==> src/rtl/sble_pkg.sv <==
// ----------------------------------------------------------------------------
// sble_pkg
// Shared constants, action and status codes, and the control/status structs
// passed between the controller and the datapath of the sorted byte list.
// ----------------------------------------------------------------------------
`default_nettype none

package sble_pkg;

   // List depth and derived widths
   localparam int Capacity = 16;
   localparam int IdxW     = $clog2(Capacity);
   localparam int CntW     = $clog2(Capacity + 1);

   // Action codes
   localparam logic [2:0] ActPushFront = 3'd0;
   localparam logic [2:0] ActPushBack  = 3'd1;
   localparam logic [2:0] ActSorted    = 3'd2;
   localparam logic [2:0] ActDelete    = 3'd3;
   localparam logic [2:0] ActPop       = 3'd4;
   localparam logic [2:0] ActDump      = 3'd5;

   // Status codes
   localparam logic [1:0] StsOk      = 2'd0;
   localparam logic [1:0] StsEmpty   = 2'd1;
   localparam logic [1:0] StsFull    = 2'd2;
   localparam logic [1:0] StsMissing = 2'd3;

   // Controller to datapath commands
   typedef struct packed {
      logic            apply;      // execute the accepted action, load response
      logic            step;       // load the next dump entry into the response
      logic [IdxW-1:0] idx;        // dump entry to list on a step
      logic            step_last;  // this step lists the final entry
   } cmd_type;

   // Datapath to controller status
   typedef struct packed {
      logic [CntW-1:0] used;
   } stat_type;

endpackage

`default_nettype wire

==> src/rtl/sble_if.sv <==
// ----------------------------------------------------------------------------
// sble_if
// Valid/ready channel interfaces for the request and response transactions.
// ----------------------------------------------------------------------------
`default_nettype none

interface sble_req_if;
   logic       valid;
   logic       ready;
   logic [2:0] action;
   logic [7:0] value;

   modport source (output valid, output action, output value, input ready);
   modport sink   (input valid, input action, input value, output ready);
endinterface

interface sble_rsp_if;
   logic       valid;
   logic       ready;
   logic [7:0] entry;
   logic [1:0] status;
   logic [4:0] size;
   logic       last;

   modport source (output valid, output entry, output status, output size,
                   output last, input ready);
   modport sink   (input valid, input entry, input status, input size,
                   input last, output ready);
endinterface

`default_nettype wire

==> src/rtl/sble_datapath.sv <==
// ----------------------------------------------------------------------------
// sble_datapath
// Row of slot registers with compare-and-shift cells, entry counter and the
// response payload register.
// ----------------------------------------------------------------------------
`default_nettype none

module sble_datapath (
   input  wire logic              clock,
   input  wire logic              reset,
   input  wire sble_pkg::cmd_type cmd,
   input  wire logic [2:0]        action,
   input  wire logic [7:0]        value,
   output sble_pkg::stat_type     stat,
   output logic [7:0]             entry,
   output logic [1:0]             status,
   output logic [4:0]             size,
   output logic                   last
);

   logic [7:0]                    slots_ff [sble_pkg::Capacity];
   logic [7:0]                    slots_in [sble_pkg::Capacity];
   logic                          slots_we;
   logic [sble_pkg::CntW-1:0]     used_ff;
   logic [sble_pkg::CntW-1:0]     used_in;
   logic [7:0]                    entry_ff, entry_in;
   logic [1:0]                    status_ff, status_in;
   logic [4:0]                    size_ff, size_in;
   logic                          last_ff, last_in;

   logic [sble_pkg::Capacity-1:0] inuse, greater, equal;
   logic [sble_pkg::Capacity-1:0] stay, hit_pre;
   logic [7:0]                    ins_row [sble_pkg::Capacity];
   logic [7:0]                    del_row [sble_pkg::Capacity];
   logic [7:0]                    pop_row [sble_pkg::Capacity];
   logic                          full, empty, found;
   logic [sble_pkg::CntW+4:0]     size_wide;

   assign full  = (used_ff == sble_pkg::CntW'(sble_pkg::Capacity));
   assign empty = (used_ff == '0);

   // Per-cell compares against the request value
   always_comb begin
      for (int i = 0; i < sble_pkg::Capacity; i++) begin
         inuse[i]   = (sble_pkg::CntW'(i) < used_ff);
         greater[i] = inuse[i] && (value > slots_ff[i]);
         equal[i]   = inuse[i] && (value == slots_ff[i]);
      end
   end

   // Cells that keep their entry on an insert (always a leading run)
   always_comb begin
      stay = '0;
      case (action)
         sble_pkg::ActPushBack: begin
            stay = inuse;
         end
         sble_pkg::ActSorted: begin
            stay[0] = greater[0];
            for (int i = 1; i < sble_pkg::Capacity; i++) begin
               stay[i] = stay[i-1] && greater[i];
            end
         end
         default: begin
            stay = '0;
         end
      endcase
   end

   // First-match prefix for delete
   always_comb begin
      hit_pre[0] = equal[0];
      for (int i = 1; i < sble_pkg::Capacity; i++) begin
         hit_pre[i] = hit_pre[i-1] || equal[i];
      end
   end
   assign found = hit_pre[sble_pkg::Capacity-1];

   // Shifted rows: insert opens a gap, delete and pop close one
   always_comb begin
      ins_row[0] = stay[0] ? slots_ff[0] : value;
      for (int i = 1; i < sble_pkg::Capacity; i++) begin
         if (stay[i]) begin
            ins_row[i] = slots_ff[i];
         end else if (stay[i-1]) begin
            ins_row[i] = value;
         end else begin
            ins_row[i] = slots_ff[i-1];
         end
      end
      for (int i = 0; i < sble_pkg::Capacity - 1; i++) begin
         del_row[i] = hit_pre[i] ? slots_ff[i+1] : slots_ff[i];
         pop_row[i] = slots_ff[i+1];
      end
      del_row[sble_pkg::Capacity-1] = slots_ff[sble_pkg::Capacity-1];
      pop_row[sble_pkg::Capacity-1] = slots_ff[sble_pkg::Capacity-1];
   end

   // Action decode
   always_comb begin
      slots_we  = 1'b0;
      slots_in  = ins_row;
      used_in   = used_ff;
      entry_in  = entry_ff;
      status_in = status_ff;
      last_in   = last_ff;
      if (cmd.apply) begin
         entry_in  = 8'd0;
         status_in = sble_pkg::StsOk;
         last_in   = 1'b1;
         case (action)
            sble_pkg::ActPushFront, sble_pkg::ActPushBack, sble_pkg::ActSorted: begin
               if (full) begin
                  status_in = sble_pkg::StsFull;
               end else begin
                  slots_we = 1'b1;
                  used_in  = used_ff + 1'b1;
               end
            end
            sble_pkg::ActDelete: begin
               slots_in = del_row;
               if (empty) begin
                  status_in = sble_pkg::StsEmpty;
               end else if (!found) begin
                  status_in = sble_pkg::StsMissing;
               end else begin
                  slots_we = 1'b1;
                  used_in  = used_ff - 1'b1;
               end
            end
            sble_pkg::ActPop: begin
               slots_in = pop_row;
               if (empty) begin
                  status_in = sble_pkg::StsEmpty;
               end else begin
                  entry_in = slots_ff[0];
                  slots_we = 1'b1;
                  used_in  = used_ff - 1'b1;
               end
            end
            sble_pkg::ActDump: begin
               if (empty) begin
                  status_in = sble_pkg::StsEmpty;
               end else begin
                  entry_in = slots_ff[0];
                  last_in  = (used_ff == sble_pkg::CntW'(1));
               end
            end
            default: begin
            end
         endcase
      end else if (cmd.step) begin
         entry_in  = slots_ff[cmd.idx];
         status_in = sble_pkg::StsOk;
         last_in   = cmd.step_last;
      end
   end

   // Size reported is the count after the action, kept to five bits
   assign size_wide = {5'd0, used_in};
   assign size_in   = (cmd.apply || cmd.step) ? size_wide[4:0] : size_ff;

   always_ff @(posedge clock) begin
      if (reset) begin
         used_ff <= '0;
      end else begin
         used_ff <= used_in;
      end
   end

   always_ff @(posedge clock) begin
      if (slots_we) begin
         slots_ff <= slots_in;
      end
      entry_ff  <= entry_in;
      status_ff <= status_in;
      size_ff   <= size_in;
      last_ff   <= last_in;
   end

   assign stat.used = used_ff;
   assign entry     = entry_ff;
   assign status    = status_ff;
   assign size      = size_ff;
   assign last      = last_ff;

endmodule

`default_nettype wire

==> src/rtl/sble_ctrl.sv <==
// ----------------------------------------------------------------------------
// sble_ctrl
// Controller: request acceptance, response valid and the dump sequencer.
// ----------------------------------------------------------------------------
`default_nettype none

module sble_ctrl (
   input  wire logic               clock,
   input  wire logic               reset,
   input  wire logic               req_valid,
   output logic                    req_ready,
   input  wire logic [2:0]         action,
   output logic                    rsp_valid,
   input  wire logic               rsp_ready,
   input  wire sble_pkg::stat_type stat,
   output sble_pkg::cmd_type       cmd
);

   localparam logic StIdle = 1'b0;
   localparam logic StDump = 1'b1;

   logic                  state_ff, state_in;
   logic                  rsp_valid_ff, rsp_valid_in;
   logic [sble_pkg::IdxW-1:0] idx_ff, idx_in;
   logic                  out_free;
   logic                  at_last;

   // Response register can take a new transaction
   assign out_free = !rsp_valid_ff || rsp_ready;
   assign at_last  = ((sble_pkg::CntW'(idx_ff) + 1'b1) == stat.used);

   always_comb begin
      state_in      = state_ff;
      idx_in        = idx_ff;
      rsp_valid_in  = rsp_valid_ff && !rsp_ready;
      req_ready     = 1'b0;
      cmd.apply     = 1'b0;
      cmd.step      = 1'b0;
      cmd.idx       = idx_ff;
      cmd.step_last = at_last;
      case (state_ff)
         StIdle: begin
            req_ready = out_free;
            if (req_valid && out_free) begin
               cmd.apply    = 1'b1;
               rsp_valid_in = 1'b1;
               // Dump of more than one entry: list the rest one per cycle while the response register is free
               if (action == sble_pkg::ActDump &&
                   stat.used > sble_pkg::CntW'(1)) begin
                  state_in = StDump;
                  idx_in   = sble_pkg::IdxW'(1);
               end
            end
         end
         StDump: begin
            if (out_free) begin
               cmd.step     = 1'b1;
               rsp_valid_in = 1'b1;
               idx_in       = idx_ff + 1'b1;
               if (at_last) begin
                  state_in = StIdle;
               end
            end
         end
         default: begin
            state_in = StIdle;
         end
      endcase
   end

   always_ff @(posedge clock) begin
      if (reset) begin
         state_ff     <= StIdle;
         rsp_valid_ff <= 1'b0;
         idx_ff       <= '0;
      end else begin
         state_ff     <= state_in;
         rsp_valid_ff <= rsp_valid_in;
         idx_ff       <= idx_in;
      end
   end

   assign rsp_valid = rsp_valid_ff;

endmodule

`default_nettype wire

==> src/rtl/sorted_byte_list_engine_core.sv <==
// ----------------------------------------------------------------------------
// sorted_byte_list_engine_core
// Bounded ordered list of bytes: push front/back, sorted insert, delete by
// value, pop front and dump, one response per action or per listed entry.
// ----------------------------------------------------------------------------
//
//   channel  | dir | handshake     | payload
//   ---------+-----+---------------+------------------------------------
//   req_ch   | in  | valid / ready | action[2:0], value[7:0]
//   rsp_ch   | out | valid / ready | entry[7:0], status[1:0], size[4:0], last
//
// Every action other than a dump completes in the cycle it is accepted: the
// compare-and-shift row updates all slots at once; the response is registered.
// A dump of N entries gives N responses, one per cycle unless rsp_ch stalls,
// from a sequencer reading the slot row; req_ch is held off until its last
// entry is loaded. Synchronous active-high reset empties the list; no
// clearing pass. Otherwise requests are taken when the response register is
// empty or being read, so back-pressure on rsp_ch stalls req_ch directly.
// ----------------------------------------------------------------------------
`default_nettype none

module sorted_byte_list_engine_core (
   input  wire logic  clock,
   input  wire logic  reset,
   sble_req_if.sink   req_ch,
   sble_rsp_if.source rsp_ch
);

   sble_pkg::cmd_type  cmd;
   sble_pkg::stat_type stat;

   sble_ctrl u_ctrl (
      .clock     (clock),
      .reset     (reset),
      .req_valid (req_ch.valid),
      .req_ready (req_ch.ready),
      .action    (req_ch.action),
      .rsp_valid (rsp_ch.valid),
      .rsp_ready (rsp_ch.ready),
      .stat      (stat),
      .cmd       (cmd)
   );

   sble_datapath u_datapath (
      .clock  (clock),
      .reset  (reset),
      .cmd    (cmd),
      .action (req_ch.action),
      .value  (req_ch.value),
      .stat   (stat),
      .entry  (rsp_ch.entry),
      .status (rsp_ch.status),
      .size   (rsp_ch.size),
      .last   (rsp_ch.last)
   );

endmodule

`default_nettype wire

==> src/flat_wrapper.sv <==
// flat-port wrapper written by rule: the top's interface ports become plain ports
module sorted_byte_list_engine_core_flat 
  (clock, reset, req_ch_valid, req_ch_action, req_ch_value, req_ch_ready, rsp_ch_valid, rsp_ch_entry, rsp_ch_status, rsp_ch_size, rsp_ch_last, rsp_ch_ready);
  sble_req_if req_ch_i ();
  sble_rsp_if rsp_ch_i ();
  input  wire logic clock;
  input  wire logic reset;
  input wire logic [$bits(req_ch_i.valid)-1:0] req_ch_valid;
  input wire logic [$bits(req_ch_i.action)-1:0] req_ch_action;
  input wire logic [$bits(req_ch_i.value)-1:0] req_ch_value;
  output wire logic [$bits(req_ch_i.ready)-1:0] req_ch_ready;
  output wire logic [$bits(rsp_ch_i.valid)-1:0] rsp_ch_valid;
  output wire logic [$bits(rsp_ch_i.entry)-1:0] rsp_ch_entry;
  output wire logic [$bits(rsp_ch_i.status)-1:0] rsp_ch_status;
  output wire logic [$bits(rsp_ch_i.size)-1:0] rsp_ch_size;
  output wire logic [$bits(rsp_ch_i.last)-1:0] rsp_ch_last;
  input wire logic [$bits(rsp_ch_i.ready)-1:0] rsp_ch_ready;
  assign req_ch_i.valid = req_ch_valid;
  assign req_ch_i.action = req_ch_action;
  assign req_ch_i.value = req_ch_value;
  assign req_ch_ready = req_ch_i.ready;
  assign rsp_ch_valid = rsp_ch_i.valid;
  assign rsp_ch_entry = rsp_ch_i.entry;
  assign rsp_ch_status = rsp_ch_i.status;
  assign rsp_ch_size = rsp_ch_i.size;
  assign rsp_ch_last = rsp_ch_i.last;
  assign rsp_ch_i.ready = rsp_ch_ready;
  sorted_byte_list_engine_core u_core (.clock(clock), .reset(reset), .req_ch(req_ch_i), .rsp_ch(rsp_ch_i));
endmodule
==> config.mk <==
export PLATFORM = sky130hd
export DESIGN_NAME = sorted_byte_list_engine_core_flat
export DESIGN_NICKNAME = d
export VERILOG_FILES = /design/src/rtl/sble_pkg.sv /design/src/rtl/sble_if.sv /design/src/rtl/sble_datapath.sv /design/src/rtl/sble_ctrl.sv /design/src/rtl/sorted_byte_list_engine_core.sv /design/src/flat_wrapper.sv
export SDC_FILE = /design/constraint.sdc
export NUM_CORES = 1
export LEC_CHECK = 0
export BUFFER_PORTS_ARGS = -buffer_cell sky130_fd_sc_hd__buf_2
export CORE_AREA = 2 2 217 219
export CTS_CLUSTER_DIAMETER = 120
export DETAILED_ROUTE_END_ITERATION = 12
export DIE_AREA = 0 0 219 221
export PLACE_DENSITY_LB_ADDON = 0.3
export SLEW_MARGIN = 10
export SYNTH_ARGS = -nofsm -noshare
export SYNTH_HDL_FRONTEND = slang
export SYNTH_SLANG_ARGS = --single-unit
==> constraint.sdc <==
create_clock -name clock -period 4.49 [get_ports clock]
set_clock_uncertainty 0.05 [all_clocks]
set_input_delay 0.2245 -clock clock [delete_from_list [all_inputs] [get_ports clock]]
set_output_delay 0.2245 -clock clock [all_outputs]
set_load 0.005 [all_outputs]
# Word level (Yosys, flattened, before mapping)
# Index checks and enable logic that the tools add are counted.
[op_classes]
n_div = 0
n_bitwise = 2
eq_ne = 44
add_sub_neg = 4
n_reduce_logical = 91
order_cmp = 34
multipliers = 0
muxes = 96
n_shift = 0
[op_table]
columns = ["cell", "count"]
rows = [
  ["$mux W8", 52],
  ["$pmux W128 S2", 1],
  ["$eq A8 B8 Y1", 16],
  ["$gt A8 B8 Y1", 16],
  ["$mux W128", 1],
  ["$logic_and A1 B1 Y1", 50],
  ["$ne A3 B3 Y1 const B", 15],
  ["$lt A4 B5 Y1 const A", 8],
  ["$bmux W8 S4", 1],
  ["$pmux W16 S2", 1],
  ["$reduce_and A2 Y1", 15],
  ["$mux W5", 5],
  ["$mux W1", 21],
  ["$lt A3 B5 Y1 const A", 4],
  ["$logic_or A1 B1 Y1", 17],
  ["$pmux W5 S3", 1],
  ["$mux W4", 3],
  ["$lt A1 B5 Y1 const A", 2],
  ["$lt A2 B5 Y1 const A", 2],
  ["$mux W2", 5],
  ["$ne A2 B2 Y1 const B", 4],
  ["$pmux W4 S2", 1],
  ["$eq A3 B2 Y1 const B", 2],
  ["$eq A3 B3 Y1 const B", 2],
  ["other kinds (23)", 26],
]
[word_totals]
mem_bits_ro = 0
ram_bits = 0
output_inout_bits = 18
input_bits = 15
n_memories = 0
latch_bits = 0
word_cells = 295
reg_bits = 155

# Logic depth before layout (Yosys ltp)
[logic_depth]
word_depth = 22
mapped_depth = 13
mapped_depth_nobuf = 11

# Cells and area by module
# From an unflattened synthesis, not the netlist that was laid out.
[hier_totals]
cells_unflattened = 1448
area_unflattened_um2 = 13825.8
[modules_own_cells]
columns = ["module", "seq_area_each_um2", "instances", "cells_per_inst", "area_each_um2"]
rows = [
  ["sble_datapath", 4424.2, 1, 1402, 13407.9],
  ["sble_ctrl", 120.1, 1, 46, 417.9],
]

# Worst setup path after synthesis
# OpenSTA, ideal clock, no wires.
[synth_timing]
path_kind = "input to register"
start = "input req_ch_value[0]"
end = "register u_core.u_datapath.slots_ff, in the netlist u_core.u_datapath.del_row[6], data pin"
arrival_ns = 3.168
cell_stages = 12
setup_ns = 0.261
path_slack_ns = 1.012
n_path_buf = 1
required_ns = 4.179
path_cell_list = "inv_1 -> ha_1 -> nand4_1 -> o22ai_1 -> nor4b_2 -> nand4b_2 -> nor4b_4 -> nand3_2 -> o31ai_4 -> buf_6 -> mux2i_1 -> a21oi_1"
[synth_rtl]
columns = ["element", "line", "rtl"]
rows = [
  ["start, declared", "flat_wrapper.sv:10", "input wire logic [$bits(req_ch_i.value)-1:0] req_ch_value;"],
  ["end signal, assigned", "sble_datapath.sv:173", "slots_ff <= slots_in;"],
  ["end, declared", "sble_datapath.sv:21", "logic [7:0] slots_ff [sble_pkg::Capacity];"],
]

==> results.cfg <==
[outcome]
status = completed

[timing]
final-setup-viol-count = 0
fin_crit_sh_pct = 90.5
fmax_mhz = 246
rsz0062_at_grt = no
tightest_slew_ns = 1.07
tns_ns = 0
period_minus_slack_ns = 4.06
hold_violations = 0
setup_ws_ns = 0.427
relSlewSlack_pct = 29.0
drv_slew = 0

[floorplanning]
die_x_um = 219
core-area_um2 = 46100
chipHeight_um = 221
dieArea_um2 = 48400
rows = 79
initial_core_util_pct = 29.7
ioPinCount = 33

[synthesis]
ys_seq_elements = 155
avgSynthCellArea_um2 = 9.32
synth_top_cell_area_share_pct = 31.6
ys_seq_area_share_pct = 33.2
async_flop_share_pct = 0
synth.distinct_cells = 72
synth_area_um2 = 13700
ys.flop_type = edfxtp_1
syn_inst = 1467
synth_edf_count = 144
synth_top_cell_by_area = edfxtp_1
synth_nets = 1615
yosysWarnings = 0
post_synth_main_area_contributors = edfxtp_1 (32%), ha_1 (12%), mux4_2 (6.6%)

[global_routing]
antenna_found_initial = 1
met3_usage_pct = 3.62
grtUsageTotal_pct = 20.4
overflow = 0
grt.met2_usage_pct = 30.3
grt_pass1_wl_mm = 74.3
use_met1_pct = 28.7
grt_pass1_vias = 11700
grt_max_degree = 86
grt_busiest_layer = met2

[placement]
dp.cells = 2077
hpwl_mm = 36.6
gp_congestion = 0.982
place_ws_ns = 0.272
port_buffers = 32

[worst_hold_path]
whs_endpoint = u_core.u_ctrl.idx_ff[0]$_SDFFE_PP0P_
hp-class = input pin to flop
min_path_cells = 2
min_from = reset

[job]
drv_cap = 0

[clock_network]
numCtsBuffers = 17
cts_buffer_depth = 2
cts_setup_buffers = 0
worstSkewPairLatency_ns = 0.46
clock-sinks = 155
ctsResizeCount = 0
cts_tree = yes
clk_pin_slew_ns = 0.07
root_buffer = clkbuf_16
htreeDepth = 4

[worst_setup_path]
critical_path_class = flop to flop
cp.required_ns = 4.63
rrSetupSlack_ns = 0.43
rr_startpoint = u_core.u_datapath.slots_ff[125]$_DFFE_PP_
crit_path_end_kind = flop
reg2reg_to = u_core.u_datapath.pop_row[61]$_DFFE_PP_
reg2reg_depth = 13
start_kind = flop
worst-path-max-fanout = 12
crit_arrival_ns = 4.20

[drt]
vias = 12300
drtAntennaViolNets = 0
drc = 0
wl_per_cell_um = 23.3
drt_wl_total_mm = 49.3
vias_per_cell = 5.81
first_iter_violations = 1296
drt-pass1-iter-count = 5

[cells_and_area]
fin_nets = 1638
fillers = 4791
drive_gt1_share_pct = 14.0
final_cells = 2111
syn_to_final_growth_pct = 12.8

[power]
p_total_w = 0.00411
vdd_drop_max_v = 0.000298
p_leak_nw = 6.25
power_density_nw_per_um2 = 267
==> timing repair <==
item / 4_1_cts / 5_1_grt
setup endpoints to repair: 0 / 0
endpoints found under the hold margin: 1 / 0
hold buffers: 1 / 0
==> cells in the mapped netlist, drive strengths merged (40+ instances only) <==
cell type / n
nor2: 69
ha: 133
inv: 129
o21ai: 129
o211ai: 61
nand2: 101
mux4: 40
clkbuf: 74
o22ai: 44
nand3: 43
a21oi: 102
edfxtp: 144
mux2i: 73
==> cell families (layout without fill, tap and decap cells) <==
kind of cell               Yosys count  count (layout)  share of synthesized area (%)
AOI/OAI and AO/OA                  479             479                           22.4
xor gates and xnor gates             8               8                          0.512
adders and majority gates          133             133                           12.2
buffers and inverters              227             263                           6.43
DFF                                155             155                           33.2
muxes                              122             122                           12.7
other                                0               1                              0
and+or+nand+nor                    343             343                           12.6
==> area by class of cell <==
cell class	instances	area, um^2	share of cell area (%)
Sequential cell	155	4550	29.5
Clock inverter	15	180	1.17
Clock buffer	17	425	2.76
Tap cell	607	759	4.92
Timing Repair Buffer	102	726	4.71
Antenna cell	1	2.50	0.0162
Inverter	129	484	3.14
Multi-Input combinational cell	1085	8300	53.8
==> worst max-delay path: stages (launching register included) <==
cell,delay (ns)
edfxtp_1,0.51
inv_1,0.15
ha_1,0.36
nand4_1,0.16
o22ai_1,0.13
nor4b_2,0.34
nand4b_2,0.28
nor4b_4,0.47
buf_4,0.22
a22o_1,0.24
buf_4,0.29
mux2i_1,0.36
a21o_1,0.16
o21ai_0,0.07
==> layout by cell type, fill, tap and decap left out, types with 27 or more instances in the layout <==
cell type,n
mux2i_1,73
ha_1,133
buf_2,32
nor2_1,68
o211ai_1,61
edfxtp_1,144
a21oi_1,101
mux4_2,40
buf_4,66
nand2_1,101
o22ai_1,43
nand3_1,42
nand4_1,27
o21ai_0,120
inv_1,129
==> sequential cells by signal, summed over array words and instances (netlist names) <==
signal / cells
u_core.u_datapath.entry: 8
u_core.u_datapath.stat: 5
u_core.u_datapath.last: 1
u_core.u_datapath.slots_ff: 8
u_core.u_ctrl.state_ff: 1
u_core.u_ctrl.rsp_valid: 1
u_core.u_datapath.del_row: 8
u_core.u_datapath.status: 2
u_core.u_datapath.pop_row: 112
u_core.u_datapath.size: 5
u_core.u_ctrl.idx_ff: 4
==> layer usage <==
layer	up-vias	share of wire [%]	routed length [um]
li1	5639	-	-
met1	6005	44	21900
met2	545	44	21900
met3	83	7.5	3700
met4	0	3.7	1830
met5	-	0	0
==> power breakdown <==
group	leakage, nW	switching, W	internal, W	total, W
Sequential	1.42	0.0000744	0.00167	0.00174
Combinational	4.53	0.000500	0.000312	0.000812
Clock	0.295	0.000636	0.000919	0.00155
==> through the flow <==
stage	hold slack [ns]	instance area, um^2	util (%)
after detailed placement	0.464	14800	32.1
after CTS	0.0406	15400	33.5
final	0.0532	15400	33.5
after global routing	0.0533	15400	33.5
after global placement	0.456	14800	32.1
after floorplan	0.246	13700	-
==> how the worst max path moves through the flow <==
stage                                              start  slack, ns                                 endpoint  cells after the start
6_report       u_core.u_datapath.slots_ff[125]$_DFFE_PP_       0.43  u_core.u_datapath.pop_row[61]$_DFFE_PP_                     13
5_1_grt        u_core.u_datapath.slots_ff[125]$_DFFE_PP_       0.21  u_core.u_datapath.pop_row[28]$_DFFE_PP_                     11
4_1_cts             u_core.u_datapath.stat[1]$_SDFF_PP0_       0.49  u_core.u_datapath.pop_row[27]$_DFFE_PP_                     10
3_5_place_dp                             req_ch_value[0]       0.27  u_core.u_datapath.pop_row[18]$_DFFE_PP_                     12
3_3_place_gp                             req_ch_value[0]       0.33  u_core.u_datapath.pop_row[18]$_DFFE_PP_                     12
2_1_floorplan                            req_ch_value[0]       1.01   u_core.u_datapath.del_row[6]$_DFFE_PP_                     12
(Power assumes the default switching activity.)
